==> src/hdl/i2cwe_pkg.sv <==
// ----------------------------------------------------------------------------
// i2cwe_pkg: shared types and constants of the i2c controller write engine
// transaction payloads, command codes, register indexes and reset values
// ----------------------------------------------------------------------------
package i2cwe_pkg;

   // default width of the phase tick counter
   localparam int TICK_COUNT_WIDTH = 8;

   // command codes carried in the action field
   localparam logic [1:0] ACT_TICK  = 2'd0;
   localparam logic [1:0] ACT_START = 2'd1;
   localparam logic [1:0] ACT_SEND  = 2'd2;
   localparam logic [1:0] ACT_STOP  = 2'd3;

   // configuration register indexes
   localparam int CSR_INDEX_WIDTH = 3;
   localparam int CSR_DATA_WIDTH  = 8;
   localparam logic [CSR_INDEX_WIDTH-1:0] REG_TARGET_ADDRESS      = 3'd0;
   localparam logic [CSR_INDEX_WIDTH-1:0] REG_BUS_FREE_TICKS      = 3'd1;
   localparam logic [CSR_INDEX_WIDTH-1:0] REG_BIT_LOW_TICKS       = 3'd2;
   localparam logic [CSR_INDEX_WIDTH-1:0] REG_DATA_SETUP_TICKS    = 3'd3;
   localparam logic [CSR_INDEX_WIDTH-1:0] REG_BIT_HIGH_TICKS      = 3'd4;
   localparam logic [CSR_INDEX_WIDTH-1:0] REG_ACK_LOW_TICKS       = 3'd5;
   localparam logic [CSR_INDEX_WIDTH-1:0] REG_ACK_HALF_HIGH_TICKS = 3'd6;

   // register reset values
   localparam logic [6:0] RST_TARGET_ADDRESS      = 7'd0;
   localparam logic [7:0] RST_BUS_FREE_TICKS      = 8'd5;
   localparam logic [7:0] RST_BIT_LOW_TICKS       = 8'd4;
   localparam logic [7:0] RST_DATA_SETUP_TICKS    = 8'd2;
   localparam logic [7:0] RST_BIT_HIGH_TICKS      = 8'd6;
   localparam logic [7:0] RST_ACK_LOW_TICKS       = 8'd6;
   localparam logic [7:0] RST_ACK_HALF_HIGH_TICKS = 8'd3;

   typedef struct packed {
      logic [1:0] action;
      logic [7:0] byte_value;
      logic       sda_level;
   } req_type;

   typedef struct packed {
      logic scl_release;
      logic sda_release;
      logic busy_res;
      logic ack_done;
      logic acked;
      logic rejected;
   } rsp_type;

endpackage

==> src/hdl/i2c_controller_write_engine_top.sv <==
// ----------------------------------------------------------------------------
// i2c_controller_write_engine_top: tick-driven i2c controller transmitter
// start with address, byte send with ack sample, and stop, one tick per transaction
// ----------------------------------------------------------------------------
// Every request transaction is one time tick of the bus engine and returns
// exactly one response transaction carrying the scl/sda release levels, busy,
// ack status and a reject flag. The engine takes one transaction per clock:
// the phase sequencer updates its state in the same cycle as acceptance and
// the response sits in an output register, so it appears in the cycle
// after acceptance and a new request is taken in every cycle in which the
// response register is empty or being drained. Phase lengths come from the
// csr registers; a zero length acts as one and lengths above the tick counter
// range clamp to its maximum. Commands issued while a sequence runs are
// ignored and flagged as rejected, but still count as a tick. Configuration
// writes take effect on the next clock.
module i2c_controller_write_engine_top #(
   parameter int TICK_COUNT_WIDTH = i2cwe_pkg::TICK_COUNT_WIDTH
) (
   input  logic                                     clock,
   input  logic                                     reset,
   // request channel
   input  logic                                     req_valid,
   output logic                                     req_ready,
   input  i2cwe_pkg::req_type                       req_data,
   // response channel
   output logic                                     rsp_valid,
   input  logic                                     rsp_ready,
   output i2cwe_pkg::rsp_type                       rsp_data,
   // configuration write port
   input  logic                                     csr_we,
   input  logic [i2cwe_pkg::CSR_INDEX_WIDTH-1:0]    csr_index,
   input  logic [i2cwe_pkg::CSR_DATA_WIDTH-1:0]     csr_wdata
);

   // compare width covers both the counter and the 8-bit registers
   localparam int LW = (TICK_COUNT_WIDTH > 8) ? TICK_COUNT_WIDTH : 8;
   localparam logic [LW-1:0] CNT_MAX = LW'((2 ** TICK_COUNT_WIDTH) - 1);

   typedef enum logic [3:0] {
      PH_IDLE,
      PH_BUSFREE,
      PH_STARTHOLD,
      PH_BITLOW,
      PH_BITSETUP,
      PH_BITHIGH,
      PH_ACKLOW,
      PH_ACKH1,
      PH_ACKH2,
      PH_STOPLOW,
      PH_STOPHIGH
   } phase_type;

   // configuration registers
   logic [6:0] target_address_ff;
   logic [7:0] bus_free_ticks_ff;
   logic [7:0] bit_low_ticks_ff;
   logic [7:0] data_setup_ticks_ff;
   logic [7:0] bit_high_ticks_ff;
   logic [7:0] ack_low_ticks_ff;
   logic [7:0] ack_half_high_ticks_ff;

   // sequencer state
   phase_type                     phase_ff,      phase_in;
   logic [TICK_COUNT_WIDTH-1:0]   tick_count_ff, tick_count_in;
   logic [2:0]                    bit_index_ff,  bit_index_in;
   logic [7:0]                    shift_byte_ff, shift_byte_in;
   logic                          scl_line_ff,   scl_line_in;
   logic                          sda_line_ff,   sda_line_in;

   // response register
   logic                rsp_valid_ff;
   i2cwe_pkg::rsp_type  rsp_data_ff, rsp_data_in;

   logic                        accept;
   logic [7:0]                  len_sel;
   logic [TICK_COUNT_WIDTH-1:0] len_clamped;
   logic [TICK_COUNT_WIDTH-1:0] cnt_inc;
   logic                        phase_done;
   logic                        ack_done;
   logic                        acked;
   logic                        rejected;

   // a request is taken whenever the response register is free or draining
   assign req_ready = !rsp_valid_ff || rsp_ready;
   assign accept    = req_valid && req_ready;
   assign rsp_valid = rsp_valid_ff;
   assign rsp_data  = rsp_data_ff;

   // length of the running phase
   always_comb begin
      case (phase_ff)
         PH_BITLOW:   len_sel = bit_low_ticks_ff;
         PH_BITSETUP: len_sel = data_setup_ticks_ff;
         PH_BITHIGH:  len_sel = bit_high_ticks_ff;
         PH_ACKLOW:   len_sel = ack_low_ticks_ff;
         PH_ACKH1,
         PH_ACKH2:    len_sel = ack_half_high_ticks_ff;
         default:     len_sel = bus_free_ticks_ff;
      endcase
   end

   // zero acts as one, anything past the counter range clamps to its maximum
   always_comb begin
      if (len_sel == 8'd0) begin
         len_clamped = TICK_COUNT_WIDTH'(1);
      end else if (LW'(len_sel) > CNT_MAX) begin
         len_clamped = CNT_MAX[TICK_COUNT_WIDTH-1:0];
      end else begin
         len_clamped = TICK_COUNT_WIDTH'(LW'(len_sel));
      end
   end

   assign cnt_inc    = tick_count_ff + TICK_COUNT_WIDTH'(1);
   assign phase_done = (cnt_inc >= len_clamped);

   // next state of the phase sequencer for the transaction being accepted
   always_comb begin
      phase_in      = phase_ff;
      tick_count_in = tick_count_ff;
      bit_index_in  = bit_index_ff;
      shift_byte_in = shift_byte_ff;
      scl_line_in   = scl_line_ff;
      sda_line_in   = sda_line_ff;
      ack_done      = 1'b0;
      acked         = 1'b0;
      rejected      = 1'b0;

      if (phase_ff != PH_IDLE) begin
         // running sequence: any command is dropped, the tick still counts
         rejected      = (req_data.action != i2cwe_pkg::ACT_TICK);
         tick_count_in = cnt_inc;
         if (phase_done) begin
            tick_count_in = '0;
            unique case (phase_ff)
               PH_BUSFREE: begin
                  sda_line_in = 1'b0;
                  phase_in    = PH_STARTHOLD;
               end
               PH_STARTHOLD: begin
                  // address byte with write bit in the lsb
                  scl_line_in   = 1'b0;
                  shift_byte_in = {target_address_ff, 1'b0};
                  bit_index_in  = '0;
                  phase_in      = PH_BITLOW;
               end
               PH_BITLOW: begin
                  sda_line_in = shift_byte_ff[3'(3'd7 - bit_index_ff)];
                  phase_in    = PH_BITSETUP;
               end
               PH_BITSETUP: begin
                  scl_line_in = 1'b1;
                  phase_in    = PH_BITHIGH;
               end
               PH_BITHIGH: begin
                  scl_line_in = 1'b0;
                  if (bit_index_ff == 3'd7) begin
                     // last bit out, let go of sda for the ack
                     sda_line_in = 1'b1;
                     phase_in    = PH_ACKLOW;
                  end else begin
                     bit_index_in = bit_index_ff + 3'd1;
                     phase_in     = PH_BITLOW;
                  end
               end
               PH_ACKLOW: begin
                  scl_line_in = 1'b1;
                  phase_in    = PH_ACKH1;
               end
               PH_ACKH1: begin
                  // mid-point of the scl high time of the ack bit
                  ack_done = 1'b1;
                  acked    = !req_data.sda_level;
                  phase_in = PH_ACKH2;
               end
               PH_ACKH2: begin
                  scl_line_in = 1'b0;
                  sda_line_in = 1'b0;
                  phase_in    = PH_IDLE;
               end
               PH_STOPLOW: begin
                  scl_line_in = 1'b1;
                  phase_in    = PH_STOPHIGH;
               end
               default: begin
                  // stop high done, sda rising is the stop condition
                  sda_line_in = 1'b1;
                  phase_in    = PH_IDLE;
               end
            endcase
         end
      end else begin
         unique case (req_data.action)
            i2cwe_pkg::ACT_START: begin
               scl_line_in   = 1'b1;
               sda_line_in   = 1'b1;
               tick_count_in = '0;
               phase_in      = PH_BUSFREE;
            end
            i2cwe_pkg::ACT_SEND: begin
               shift_byte_in = req_data.byte_value;
               bit_index_in  = '0;
               scl_line_in   = 1'b0;
               tick_count_in = '0;
               phase_in      = PH_BITLOW;
            end
            i2cwe_pkg::ACT_STOP: begin
               scl_line_in   = 1'b0;
               sda_line_in   = 1'b0;
               tick_count_in = '0;
               phase_in      = PH_STOPLOW;
            end
            default: begin
               // plain tick while idle, nothing moves
               phase_in = PH_IDLE;
            end
         endcase
      end

      rsp_data_in.scl_release = scl_line_in;
      rsp_data_in.sda_release = sda_line_in;
      rsp_data_in.busy_res    = (phase_in != PH_IDLE);
      rsp_data_in.ack_done    = ack_done;
      rsp_data_in.acked       = acked;
      rsp_data_in.rejected    = rejected;
   end

   // configuration registers, out-of-range indexes are dropped
   always_ff @(posedge clock) begin
      if (reset) begin
         target_address_ff      <= i2cwe_pkg::RST_TARGET_ADDRESS;
         bus_free_ticks_ff      <= i2cwe_pkg::RST_BUS_FREE_TICKS;
         bit_low_ticks_ff       <= i2cwe_pkg::RST_BIT_LOW_TICKS;
         data_setup_ticks_ff    <= i2cwe_pkg::RST_DATA_SETUP_TICKS;
         bit_high_ticks_ff      <= i2cwe_pkg::RST_BIT_HIGH_TICKS;
         ack_low_ticks_ff       <= i2cwe_pkg::RST_ACK_LOW_TICKS;
         ack_half_high_ticks_ff <= i2cwe_pkg::RST_ACK_HALF_HIGH_TICKS;
      end else if (csr_we) begin
         unique case (csr_index)
            i2cwe_pkg::REG_TARGET_ADDRESS:      target_address_ff      <= csr_wdata[6:0];
            i2cwe_pkg::REG_BUS_FREE_TICKS:      bus_free_ticks_ff      <= csr_wdata;
            i2cwe_pkg::REG_BIT_LOW_TICKS:       bit_low_ticks_ff       <= csr_wdata;
            i2cwe_pkg::REG_DATA_SETUP_TICKS:    data_setup_ticks_ff    <= csr_wdata;
            i2cwe_pkg::REG_BIT_HIGH_TICKS:      bit_high_ticks_ff      <= csr_wdata;
            i2cwe_pkg::REG_ACK_LOW_TICKS:       ack_low_ticks_ff       <= csr_wdata;
            i2cwe_pkg::REG_ACK_HALF_HIGH_TICKS: ack_half_high_ticks_ff <= csr_wdata;
            default: begin
            end
         endcase
      end
   end

   // sequencer state and response register
   always_ff @(posedge clock) begin
      if (reset) begin
         phase_ff      <= PH_IDLE;
         tick_count_ff <= '0;
         bit_index_ff  <= '0;
         shift_byte_ff <= '0;
         scl_line_ff   <= 1'b1;
         sda_line_ff   <= 1'b1;
         rsp_valid_ff  <= 1'b0;
      end else begin
         if (accept) begin
            phase_ff      <= phase_in;
            tick_count_ff <= tick_count_in;
            bit_index_ff  <= bit_index_in;
            shift_byte_ff <= shift_byte_in;
            scl_line_ff   <= scl_line_in;
            sda_line_ff   <= sda_line_in;
            rsp_valid_ff  <= 1'b1;
         end else if (rsp_ready) begin
            rsp_valid_ff  <= 1'b0;
         end
      end
   end

   // response payload, no reset needed
   always_ff @(posedge clock) begin
      if (accept) begin
         rsp_data_ff <= rsp_data_in;
      end
   end

`ifndef SYNTHESIS
   // ack status is only reported together with an ack sample
   a_acked_needs_ack_done: assert property (@(posedge clock) disable iff (reset)
      (rsp_valid_ff && rsp_data_ff.acked) |-> rsp_data_ff.ack_done)
      else $error("acked set without ack_done");

   // a command taken while idle is never flagged as rejected
   a_idle_not_rejected: assert property (@(posedge clock) disable iff (reset)
      (accept && phase_ff == PH_IDLE) |=> !rsp_data_ff.rejected)
      else $error("command rejected while idle");

   // sequencer only moves on an accepted transaction
   a_state_holds: assert property (@(posedge clock) disable iff (reset)
      !accept |=> ($stable(phase_ff) && $stable(tick_count_ff) && $stable(scl_line_ff)))
      else $error("sequencer state changed without a transaction");

   // reported busy flag matches the sequencer phase
   a_busy_matches_phase: assert property (@(posedge clock) disable iff (reset)
      accept |=> (rsp_data_ff.busy_res == (phase_ff != PH_IDLE)))
      else $error("busy flag disagrees with phase");
`endif

endmodule
==> config.mk <==
export PLATFORM = sky130hd
export DESIGN_NAME = i2c_controller_write_engine_top
export DESIGN_NICKNAME = d
export VERILOG_FILES = /design/src/hdl/i2cwe_pkg.sv /design/src/hdl/i2c_controller_write_engine_top.sv
export SDC_FILE = /design/constraint.sdc
export NUM_CORES = 1
export LEC_CHECK = 0
export BUFFER_PORTS_ARGS = -buffer_cell sky130_fd_sc_hd__buf_2
export CAP_MARGIN = 30
export CORE_MARGIN = 2
export CORE_UTILIZATION = 40
export CTS_CLUSTER_SIZE = 10
export DETAILED_ROUTE_END_ITERATION = 8
export GPL_TIMING_DRIVEN = 0
export PLACE_DENSITY = 0.65
export SYNTH_ARGS = -nofsm -noshare
export SYNTH_HDL_FRONTEND = slang
export SYNTH_SLANG_ARGS = --single-unit
==> constraint.sdc <==
create_clock -name clock -period 4.83 [get_ports clock]
set_input_delay 0.483 -clock clock [delete_from_list [all_inputs] [get_ports clock]]
set_output_delay 0.483 -clock clock [all_outputs]
set_load 0.01 [all_outputs]
==> results of run 1 <==
## metrics by stage
step	power [W]	cells	hold slack (ns)	instance area (µm²)
floorplan	0.00103	573	0.431	4570
global placement	0.00112	750	0.442	4910
detailed placement	0.00113	750	0.447	4910
CTS	0.00183	765	0.399	5210
global route	0.00190	765	0.423	5210
finish	0.00183	765	0.397	5210
## logic make-up after synthesis
| group | Yosys count | synth area share (%) |
|---|---|---|
| multiplexers | 20 | 4.99 |
| AO/OA/AOI/OAI | 159 | 22.6 |
| adder cells (fa/ha/maj) | 11 | 3.01 |
| buffers and inverters | 36 | 3.51 |
| flip-flops | 87 | 39.5 |
| AND/OR/NAND/NOR | 259 | 26.3 |
| XOR/XNOR | 1 | 0.192 |
## area by class of cell
cell class,count,area [µm²],area share [%]
timing repair buffer,34,170,3.27
multi-input combinational,450,2600,50.0
clock inverter,4,53.8,1.03
clock buffer,11,243,4.66
tap,143,179,3.43
inverter,9,33.8,0.648
sequential,87,1800,34.6
buffer,27,126,2.42
## worst register-to-register path, cell delays in order (launching register included)
cell and delay [ns]:
sky130_fd_sc_hd__dfxtp_1 0.33, sky130_fd_sc_hd__buf_2 0.26, sky130_fd_sc_hd__clkbuf_1 0.47, sky130_fd_sc_hd__o21ai_0 0.37
sky130_fd_sc_hd__o2bb2ai_1 0.30, sky130_fd_sc_hd__nand4_1 0.13, sky130_fd_sc_hd__o21ai_1 0.16, sky130_fd_sc_hd__ha_1 0.23
sky130_fd_sc_hd__nand2b_1 0.15, sky130_fd_sc_hd__a2111oi_2 0.41, sky130_fd_sc_hd__o21ai_2 0.23, sky130_fd_sc_hd__a211oi_1 0.53
sky130_fd_sc_hd__o21ai_0 0.18, sky130_fd_sc_hd__a21oi_1 0.16
## synth_stat cells (all sizes together), types with 3 or more instances
| library cell | count | share of area, % |
|---|---|---|
| a211oi | 9 | 1.5 |
| a21o | 3 | 0.49 |
| a21oi | 71 | 7.9 |
| a22oi | 8 | 1.3 |
| a2bb2oi | 3 | 0.58 |
| a31oi | 13 | 1.8 |
| a32oi | 3 | 0.58 |
| and2 | 7 | 0.96 |
| buf | 13 | 1.6 |
| clkbuf | 14 | 1.2 |
| dfxtp | 81 | 36 |
| edfxtp | 6 | 3.9 |
| ha | 11 | 3.0 |
| inv | 9 | 0.74 |
| mux2i | 16 | 3.5 |
| nand2 | 145 | 12 |
| nand2b | 15 | 2.1 |
| nand3 | 21 | 2.3 |
| nor2 | 24 | 2.0 |
| nor2b | 12 | 1.6 |
| nor3 | 14 | 2.0 |
| o211a | 3 | 0.66 |
| o21a | 3 | 0.49 |
| o21ai | 22 | 2.6 |
| o2bb2ai | 3 | 0.58 |
| o31ai | 3 | 0.49 |
| o32ai | 3 | 0.99 |
| or2 | 7 | 0.96 |
## path summary, 6_finish.rpt
path              slack [ns]  depth (start not counted)             endpoint                start
setup / recovery        0.87                         13     tick_count_ff[5]          phase_ff[3]
hold / removal          0.40                          3            rsp_valid            req_valid
setup reg to reg        0.87                         13     tick_count_ff[5]          phase_ff[3]
hold reg to reg         0.46                          2  ack_low_ticks_ff[0]  ack_low_ticks_ff[0]
## registers in the layout, summed over array words and instances (netlist names)
name,cells
ack_low_ticks_ff,8
data_setup_ticks_ff,8
bit_low_ticks_ff,8
rsp_data,6
tick_count_ff,8
shift_byte_ff,8
bit_high_ticks_ff,8
ack_half_high_ticks_ff,8
target_address_ff,7
rsp_valid,1
bit_index_ff,3
bus_free_ticks_ff,8
scl_line_ff,1
sda_line_ff,1
phase_ff,4
## power by group through the flow
stage	Clock (W)	Combinational, W	Sequential [W]
floorplan	0	0.000240	0.000786
global placement	0	0.000337	0.000788
detailed placement	0	0.000341	0.000788
CTS	0.000716	0.000343	0.000772
global route	0.000743	0.000379	0.000775
finish	0.000708	0.000348	0.000772
## layer usage
layer  routed length (µm)  track usage (%)  vias to the layer above
met2                 5850             33.5                      200
met5                    0                0                        -
met3                  979             3.61                       28
met1                 5860             29.2                     2030
li1                     -                -                     2128
met4                  334             8.58                        0
==> flow_summary_export.csv, run 1 <==
group,metric,value,unit
place,gp_routability_congestion,0.888,
floorplanning,die_height,111,µm
layout,postLayoutCoreUtil,46.2,%
synthesis,syn-mean-instance-area,7.97,µm²
pwr,vdd.ir_drop.worst,0.258,mV
clocking,cts_repair_resizes,0,
timing,timing.fmax,253,MHz
routing,via_count,4386,
critical_path,worst-setup-path-type,"flip-flop to flip-flop",
synthesis,synth_cell_types,60,
critical_path,cp_num_buf_inv,2,
routing,first_pass_iters,8,
timing,worst_slew_margin_rel,40.1,%
clocking,cts_inserted_buffers,9,
clocking,cts_setup_buffers,0,
pwr,leakage,1.95,nW
timing,rsz0062_at_grt,"no",
job,max-cap-violations,0,
synthesis,warnings_synthesis,0,
global_route,vias_in_the_first_global_route,4102,
critical_path,max_stage_delay,0.53,ns
place,placement.setup.worst_slack,0.874,ns
clocking,tritoncts_num_sinks,87,
clocking,h-tree-depth,3,
clocking,clockRootBuffer,"sky130_fd_sc_hd__clkbuf_16",
layout,mostFrequentLayoutCell,"sky130_fd_sc_hd__nand2_1",
global_route,grt_max_degree,16,
synthesis,ys_seq_elements,87,
floorplanning,chipWidth,111,µm
routing,dr_wl_cell,17.0,µm
timing,final_hold_viol_count,0,
critical_path,cp_data_arrival_time,4.23,ns
critical_path,required,5.10,ns
layout,layout-drive-gt1-share,13.5,%
floorplanning,initial_core_utilization,40.5,%
layout,fin_nets,656,
layout,mostFrequentLayoutCells,"144 x sky130_fd_sc_hd__nand2_1, 81 x sky130_fd_sc_hd__dfxtp_1, 70 x sky130_fd_sc_hd__a21oi_1",
floorplanning,rows,39,
synthesis,synth_enable_flop_cells,6,
timing,share_of_the_clock_period_used_by_the_worst_path,81.9,%
synthesis,postSynthCellCount,573,
pwr,p_sw,0.000530,W
pwr,total_power_density_per_cell_area,351,mW/mm²
global_route,grt_pass1_wl,20.9,mm
floorplanning,boundaryPins,35,
critical_path,critical_path.top_delay_family,"compound AO/OA/AOI/OAI gates",
routing,viasPerCell,5.73,
routing,drt_iter0_markers,310,
pwr,internal_power,0.00130,W
place,place_hpwl,9.43,mm
routing,antenna_left,0,
synthesis,syn_area,0.00457,mm²
global_route,gr-total-overflow,0,
timing,clock_skew,0.00622,ns
timing,worstMarginPinSlew,0.892,ns
layout,diodes,0,
pwr,power_frac_comb,19.0,%
run_status,status,"finished clean",
synthesis,synth_seq_area_share,39.5,%
critical_path,end_kind,"flip-flop",
place,port_buffers,34,
clocking,postCtsHoldBufs,0,
clocking,clk-insertion-delay-late,0.34,ns
pwr,power.switching_fraction,29.0,%
critical_path,crit_fanout,10,
routing,drc,0,
synthesis,async_set_or_reset_register_ratio_after_synthesis,0,%
global_route,initial_antenna_violation_count,0,
pwr,clockPowerShare,38.7,%
floorplanning,floorplan.core_area,0.0113,mm²
timing,finalSetupTns,0,ns
critical_path,timing.critical_path.cells,"buf_2 -> clkbuf_1 -> o21ai_0 -> o2bb2ai_1 -> nand4_1 -> o21ai_1 -> ha_1 -> nand2b_1 -> a2111oi_2 -> o21ai_2 -> a211oi_1 -> o21ai_0 -> a21oi_1",
synthesis,synth_nets,611,
synthesis,ys.flop_type,"sky130_fd_sc_hd__dfxtp_1",
critical_path,path_common_cell,"sky130_fd_sc_hd__o21ai_0",
critical_path,critical-path-slowest-cell,"sky130_fd_sc_hd__a211oi_1",
worst_hold_path,hold_path.class,"primary input to flip-flop",
clocking,cts_buffer_depth,2,
timing,number_of_max_slew_violations_in_the_final_report,0,
timing,min_period,3.96,ns
timing,setup_ws,0.872,ns
critical_path,worst_setup_path_start_kind,"flip-flop",
pwr,power.share.sequential,42.2,%
layout,fill_cell_count,1108,
timing,timing.final.setup_violations,0,
floorplanning,fp.dieArea,0.0123,mm²
routing,drt_wl_total,13.0,mm
global_route,gr-usage-all-layers,21.3,%
clocking,cts.clk_slew.worst_paths,0.06,ns
layout,signed_area_change_from_the_synthesized_netlist_to_the_final_layout,14.1,%
clocking,cts_tree,"done",
No activity file was read; power rests on OpenSTA's default activity.
==> inputs of run 2 (changes only) <==
--- a/config.mk
+++ b/config.mk
@@ -5,6 +5,7 @@
 export SDC_FILE = /design/constraint.sdc
 export NUM_CORES = 1
 export LEC_CHECK = 0
+export ABC_AREA = 1
 export BUFFER_PORTS_ARGS = -buffer_cell sky130_fd_sc_hd__buf_2
 export CAP_MARGIN = 30
 export CORE_MARGIN = 2
==> constraint.sdc (replaced) <==
create_clock -name clock -period 3.8 [get_ports clock]
set_input_delay 0.38 -clock clock [delete_from_list [all_inputs] [get_ports clock]]
set_output_delay 0.38 -clock clock [all_outputs]
set_load 0.01 [all_outputs]
==> run 2 against run 1 <==
  * Sequential power rose by 29%
  * Flip-flop and latch count did not move
  * Critical path depth did not move
  * Clock power fell by 6.5%
  * Maximum frequency rose by 15%
  * Area after synthesis fell by 3.6%
  * Via count fell by 1.8%
  * Register-to-register slack got worse by 0.51 ns
  * Worst setup slack got worse by 0.51 ns
  * Combinational power rose by 6.9%
  * Global-route usage fell by 0.73 points
  * Largest power group unchanged
==> flow_summary_export.csv, run 2 <==
group,metric,value,unit
floorplanning,floorplan.core_area,0.0108,mm²
layout,multiInputGateArea,0.00228,mm²
critical_path,regToRegSetupSlack,0.36,ns
routing,antenna_left,0,
timing,worstMarginPinSlew,0.768,ns
routing,viasPerCell,5.06,
routing,dr_wl_cell,13.5,µm
place,gp_routability_congestion,0.911,
synthesis,synth_seq_area_share,40.9,%
floorplanning,rows,38,
routing,drt_wl_total,11.5,mm
synthesis,synth_top_area_share,36.8,%
layout,fill_cell_count,1123,
clocking,cts.clk_slew.worst_paths,0.09,ns
floorplanning,initial_core_utilization,40.8,%
worst_hold_path,hp-start,"req_data[0]",
clocking,cts_tree,"done",
routing,drt_iter0_markers,245,
clocking,postCtsHoldBufs,0,
timing,clock_skew,0.0151,ns
synthesis,async_set_or_reset_register_ratio_after_synthesis,0,%
critical_path,cp_data_arrival_time,3.56,ns
synthesis,syn-mean-instance-area,6.64,µm²
synthesis,postSynthCellCount,663,
clocking,cts_buffer_depth,2,
job,max-cap-violations,0,
global_route,grt_pass1_wl,19.0,mm
pwr,total_power_density_per_cell_area,411,mW/mm²
timing,setup_ws,0.361,ns
timing,number_of_max_slew_violations_in_the_final_report,0,
routing,first_pass_iters,6,
global_route,vias_in_the_first_global_route,3930,
critical_path,end_kind,"flip-flop",
synthesis,ys.flop_type,"sky130_fd_sc_hd__dfxtp_1",
layout,fin_nets,745,
clocking,cts_setup_buffers,0,
floorplanning,boundaryPins,35,
pwr,leakage,2.37,nW
critical_path,crit_path_end,"rsp_data[5]",
synthesis,synth_largest_area_cell,"sky130_fd_sc_hd__dfxtp_1",
layout,signed_area_change_from_the_synthesized_netlist_to_the_final_layout,12.2,%
pwr,vdd.ir_drop.worst,0.254,mV
timing,final_hold_viol_count,0,
timing,rsz0062_at_grt,"no",
synthesis,ys_top_cells_by_area,"sky130_fd_sc_hd__dfxtp_1 37%, sky130_fd_sc_hd__nand2_1 15%, sky130_fd_sc_hd__nor2_1 12%",
clocking,cts_inserted_buffers,9,
run_status,status,"finished clean",
timing,timing.final.setup_violations,0,
routing,drc,0,
place,place_hpwl,8.48,mm
timing,timing.fmax,291,MHz
floorplanning,chipWidth,109,µm
routing,via_count,4305,
synthesis,synth_nets,701,
clocking,tritoncts_num_sinks,87,
layout,stdcell_count,851,
synthesis,syn_area,0.00440,mm²
critical_path,worst-setup-path-type,"flip-flop to flip-flop",
critical_path,worstRegToRegCells,13,
layout,diodes,0,
synthesis,synth_enable_flop_cells,6,
place,port_buffers,33,
timing,share_of_the_clock_period_used_by_the_worst_path,90.5,%
layout,area.sequential,0.00180,mm²
clocking,clk-insertion-delay-late,0.37,ns
critical_path,r2r_start,"phase_ff[0]",
layout,mostFrequentLayoutCells,"173 x sky130_fd_sc_hd__nand2_1, 146 x sky130_fd_sc_hd__nor2_1, 81 x sky130_fd_sc_hd__dfxtp_1",
layout,mostFrequentLayoutCell,"sky130_fd_sc_hd__nand2_1",
critical_path,crit_fanout,8,
global_route,grt_max_degree,16,
global_route,gr-total-overflow,0,
timing,finalSetupTns,0,ns
critical_path,required,3.92,ns
clocking,cts_repair_resizes,0,
place,placement.setup.worst_slack,0.428,ns
clocking,h-tree-depth,3,
synthesis,synth_cell_types,33,
critical_path,timing.rr.end,"rsp_data[5]",
timing,min_period,3.44,ns
worst_hold_path,hold_path.class,"primary input to flip-flop",
synthesis,warnings_synthesis,0,
critical_path,timing.critical_path.from,"phase_ff[0]",
floorplanning,fp.dieArea,0.0119,mm²
floorplanning,die_height,109,µm
synthesis,ys_top_cells_by_count,"173 x sky130_fd_sc_hd__nand2_1, 146 x sky130_fd_sc_hd__nor2_1, 81 x sky130_fd_sc_hd__dfxtp_1, 59 x sky130_fd_sc_hd__inv_1, 58 x sky130_fd_sc_hd__o21ai_0",
global_route,initial_antenna_violation_count,0,
synthesis,ys_seq_elements,87,
critical_path,worst_setup_path_start_kind,"flip-flop",
synthesis,most_instantiated_library_cell_after_synthesis,"sky130_fd_sc_hd__nand2_1",
layout,layout-drive-gt1-share,9.14,%
global_route,gr-usage-all-layers,20.6,%
timing,worst_slew_margin_rel,48.4,%
clocking,clockRootBuffer,"sky130_fd_sc_hd__clkbuf_8",
place,placedCellCount,836,
-- run 2: cell count changes in the layout (fill, tap and decap cells not counted), sizes merged, moves of 22 or more --
| cell | delta |
|---|---|
| nor2 | +126 |
| nand3 | +22 |
| o21ai | +36 |
| inv | +50 |
| a21oi | -43 |
| nand2 | +29 |
-- run 2: power by group --
part | internal [W] | total (W) | switching (W)
Sequential | 0.000970 | 0.000998 | 0.0000278
Clock | 0.000323 | 0.000662 | 0.000339
Combinational | 0.000125 | 0.000372 | 0.000246
-- run 2: metrics by stage --
step           hold slack (ns)  cell area [µm²]  utilization (%)  total power, W
3_3_place_gp             0.436             4740             43.9         0.00138
2_1_floorplan            0.421             4400                -         0.00128
4_1_cts                  0.277             4940             45.8         0.00204
5_1_grt                  0.288             4940             45.8         0.00215
6_report                 0.287             4940             45.8         0.00203
3_5_place_dp             0.443             4740             43.9         0.00139
-- run 2: cell type report --
type | instances | area share (%)
well taps | 140 | 3.55
flip-flops and latches | 87 | 36.5
clock buffers | 11 | 2.86
clock inverters | 4 | 1.11
plain buffers | 15 | 1.67
repair buffers | 33 | 3.34
multi-input cells | 499 | 46.3
inverters | 62 | 4.71
-- run 2: per-layer routing --
layer	track usage, %	part of all wire, %	up-vias
met5	0	0	-
met4	4.95	1.4	0
met3	4.72	4.6	17
met2	33.4	47	117
met1	27.7	47	1968
li1	-	-	2203
-- run 2: worst max-delay path: stages, from the launching register on --
cell and delay (ns):
sky130_fd_sc_hd__dfxtp_1 0.49, sky130_fd_sc_hd__nand2_1 0.12, sky130_fd_sc_hd__nor2_1 0.57, sky130_fd_sc_hd__nand2_1 0.10
sky130_fd_sc_hd__nand3_1 0.17, sky130_fd_sc_hd__o21bai_1 0.15, sky130_fd_sc_hd__ha_1 0.31, sky130_fd_sc_hd__a21oi_1 0.13
sky130_fd_sc_hd__nor2_1 0.05, sky130_fd_sc_hd__nor2_1 0.26, sky130_fd_sc_hd__nand3_1 0.29, sky130_fd_sc_hd__nand2_1 0.25
sky130_fd_sc_hd__o21ai_0 0.15, sky130_fd_sc_hd__o21a_1 0.13
-- run 2: worst min-delay path by stage --
stage / end / slack [ns] / depth (start not counted)
after floorplan: bus_free_ticks_ff[2] / 0.42 / 2
after global placement: data_setup_ticks_ff[3] / 0.44 / 2
after detailed placement: ack_low_ticks_ff[1] / 0.44 / 2
after CTS: rsp_data[1] / 0.28 / 2
after global routing: rsp_data[1] / 0.29 / 2
final: rsp_data[1] / 0.29 / 2
-- run 2: cells by family after synthesis --
logic type | count (synthesis) | share of synthesized area (%)
compound gates | 99 | 12.1
fa+ha+maj | 11 | 3.13
buf+inv | 77 | 7.16
flops | 87 | 40.9
simple gates | 383 | 35.5
xor+xnor | 6 | 1.19
==> inputs of run 3 (changes only) <==
--- a/config.mk
+++ b/config.mk
@@ -13,6 +13,7 @@
 export CTS_CLUSTER_SIZE = 10
 export DETAILED_ROUTE_END_ITERATION = 8
 export GPL_TIMING_DRIVEN = 0
+export MAX_ROUTING_LAYER = met4
 export PLACE_DENSITY = 0.65
 export SYNTH_ARGS = -nofsm -noshare
 export SYNTH_HDL_FRONTEND = slang
==> run 3 against run 2 <==
  * Power down 0.14%
  * Worst hold slack barely moved
  * Sequential share of layout area is the same
  * Clock skew is 0.00096 ns lower
  * Register-to-register slack barely moved
  * Critical endpoint unchanged
==> flow_summary_export.csv, run 3 (synthesis results as in run 2) <==
group,metric,value,unit
run_status,status,"finished clean",
job,max-cap-violations,0,
global_route,gr-total-overflow,0,
critical_path,critical_path.top_delay_family,"simple AND/OR/NAND/NOR gates",
pwr,total_power_density_per_cell_area,411,mW/mm²
timing,setup_ws,0.357,ns
pwr,vdd.ir_drop.worst,0.252,mV
layout,signed_area_change_from_the_synthesized_netlist_to_the_final_layout,12.2,%
place,gp_routability_congestion,0.926,
critical_path,r2r_start,"phase_ff[0]",
floorplanning,chipWidth,109,µm
worst_hold_path,hold_path.class,"primary input to flip-flop",
layout,mostFrequentLayoutCell,"sky130_fd_sc_hd__nand2_1",
layout,fill_cell_count,1123,
global_route,vias_in_the_first_global_route,3927,
routing,drt_iter0_markers,229,
critical_path,worstRegToRegCells,13,
timing,timing.final.setup_violations,0,
layout,finalInstanceArea,0.00494,mm²
place,port_buffers,33,
routing,via_count,4314,
critical_path,worst_setup_path_start_kind,"flip-flop",
clocking,h-tree-depth,3,
critical_path,timing.critical_path.from,"phase_ff[0]",
timing,final_hold_viol_count,0,
critical_path,cp_num_cells,13,
worst_hold_path,hp-start,"req_data[0]",
timing,timing.fmax,290,MHz
floorplanning,fp.dieArea,0.0119,mm²
clocking,cts_tree,"done",
clocking,postCtsHoldBufs,0,
clocking,clockRootBuffer,"sky130_fd_sc_hd__clkbuf_8",
critical_path,end_kind,"flip-flop",
critical_path,timing.critical_path.cells,"nand2_1 -> nor2_1 -> nand2_1 -> nand3_1 -> o21bai_1 -> ha_1 -> a21oi_1 -> nor2_1 -> nor2_1 -> nand3_1 -> nand2_1 -> o21ai_0 -> o21a_1",
layout,fin_nets,745,
routing,drt_wl_total,11.5,mm
routing,first_pass_iters,6,
critical_path,required,3.92,ns
routing,antenna_left,0,
floorplanning,floorplan.core_area,0.0108,mm²
layout,mostFrequentLayoutCells,"173 x sky130_fd_sc_hd__nand2_1, 146 x sky130_fd_sc_hd__nor2_1, 81 x sky130_fd_sc_hd__dfxtp_1",
place,place_hpwl,8.48,mm
critical_path,cp_num_buf_inv,0,
layout,diodes,0,
place,placed_area,0.00474,mm²
timing,worstMarginPinSlew,0.767,ns
critical_path,worst-setup-path-type,"flip-flop to flip-flop",
critical_path,cp_data_arrival_time,3.56,ns
pwr,power.total,0.00203,W
pwr,leakage,2.37,nW
routing,dr_wl_cell,13.5,µm
global_route,grt_max_degree,16,
clocking,clk-insertion-delay-late,0.37,ns
floorplanning,die_height,109,µm
timing,rsz0062_at_grt,"no",
clocking,cts_repair_resizes,0,
timing,min_period,3.44,ns
critical_path,max_stage_delay,0.57,ns
routing,drc,0,
global_route,initial_antenna_violation_count,0,
clocking,cts.clk_slew.worst_paths,0.09,ns
clocking,cts_inserted_buffers,9,
place,placement.setup.worst_slack,0.428,ns
layout,layout-drive-gt1-share,9.14,%
timing,share_of_the_clock_period_used_by_the_worst_path,90.6,%
clocking,cts_buffer_depth,2,
timing,number_of_max_slew_violations_in_the_final_report,0,
worst_hold_path,worstHoldPathCells,2,
floorplanning,boundaryPins,35,
global_route,gr-usage-all-layers,21.2,%
clocking,cts_setup_buffers,0,
timing,finalSetupTns,0,ns
floorplanning,initial_core_utilization,40.8,%
global_route,grt_pass1_wl,19.0,mm
timing,clock_skew,0.0141,ns
timing,worst_slew_margin_rel,48.5,%
floorplanning,rows,38,
routing,viasPerCell,5.07,
critical_path,crit_fanout,8,
clocking,tritoncts_num_sinks,87,
critical_path,critical-path-slowest-cell,"sky130_fd_sc_hd__nor2_1",
[run 3: cell counts in the layout (fill, tap and decap cells not counted)]
No cell type changed its count.
[run 3: metrics by stage]
stage | cells | util, % | hold slack, ns
2_1_floorplan | 663 | - | 0.421
3_3_place_gp | 836 | 43.9 | 0.436
3_5_place_dp | 836 | 43.9 | 0.443
4_1_cts | 851 | 45.8 | 0.277
5_1_grt | 851 | 45.8 | 0.288
6_report | 851 | 45.8 | 0.287
[run 3: cell type report]
cell class | instances | area, µm² | area share [%]
inverter | 62 | 233 | 4.71
clock inverter | 4 | 55.1 | 1.11
tap | 140 | 175 | 3.55
timing repair buffer | 33 | 165 | 3.34
multi-input combinational | 499 | 2280 | 46.3
clock buffer | 11 | 141 | 2.86
buffer | 15 | 82.6 | 1.67
sequential | 87 | 1800 | 36.5
[run 3: path summary, 6_finish.rpt]
kind                                               end  slack [ns]
worst max register to register             rsp_data[5]        0.36
worst min register to register  data_setup_ticks_ff[0]        0.46
worst min-delay path                       rsp_data[1]        0.29
worst max-delay path                       rsp_data[5]        0.36
[run 3: power by group]
group          switching [W]  total, W  internal (W)
combinational       0.000246  0.000371      0.000125
sequential         0.0000279  0.000998      0.000970
clock               0.000337  0.000660      0.000323
total               0.000610   0.00203       0.00142
[run 3: layer usage]
metal  global-route usage (%)  part of all wire [%]  up-vias
met3                     4.72                   4.6       15
met2                     33.4                    47      126
met1                     27.7                    47     1968
met4                     4.95                   1.4        0
met5                        -                     0        -
li1                         -                     -     2205
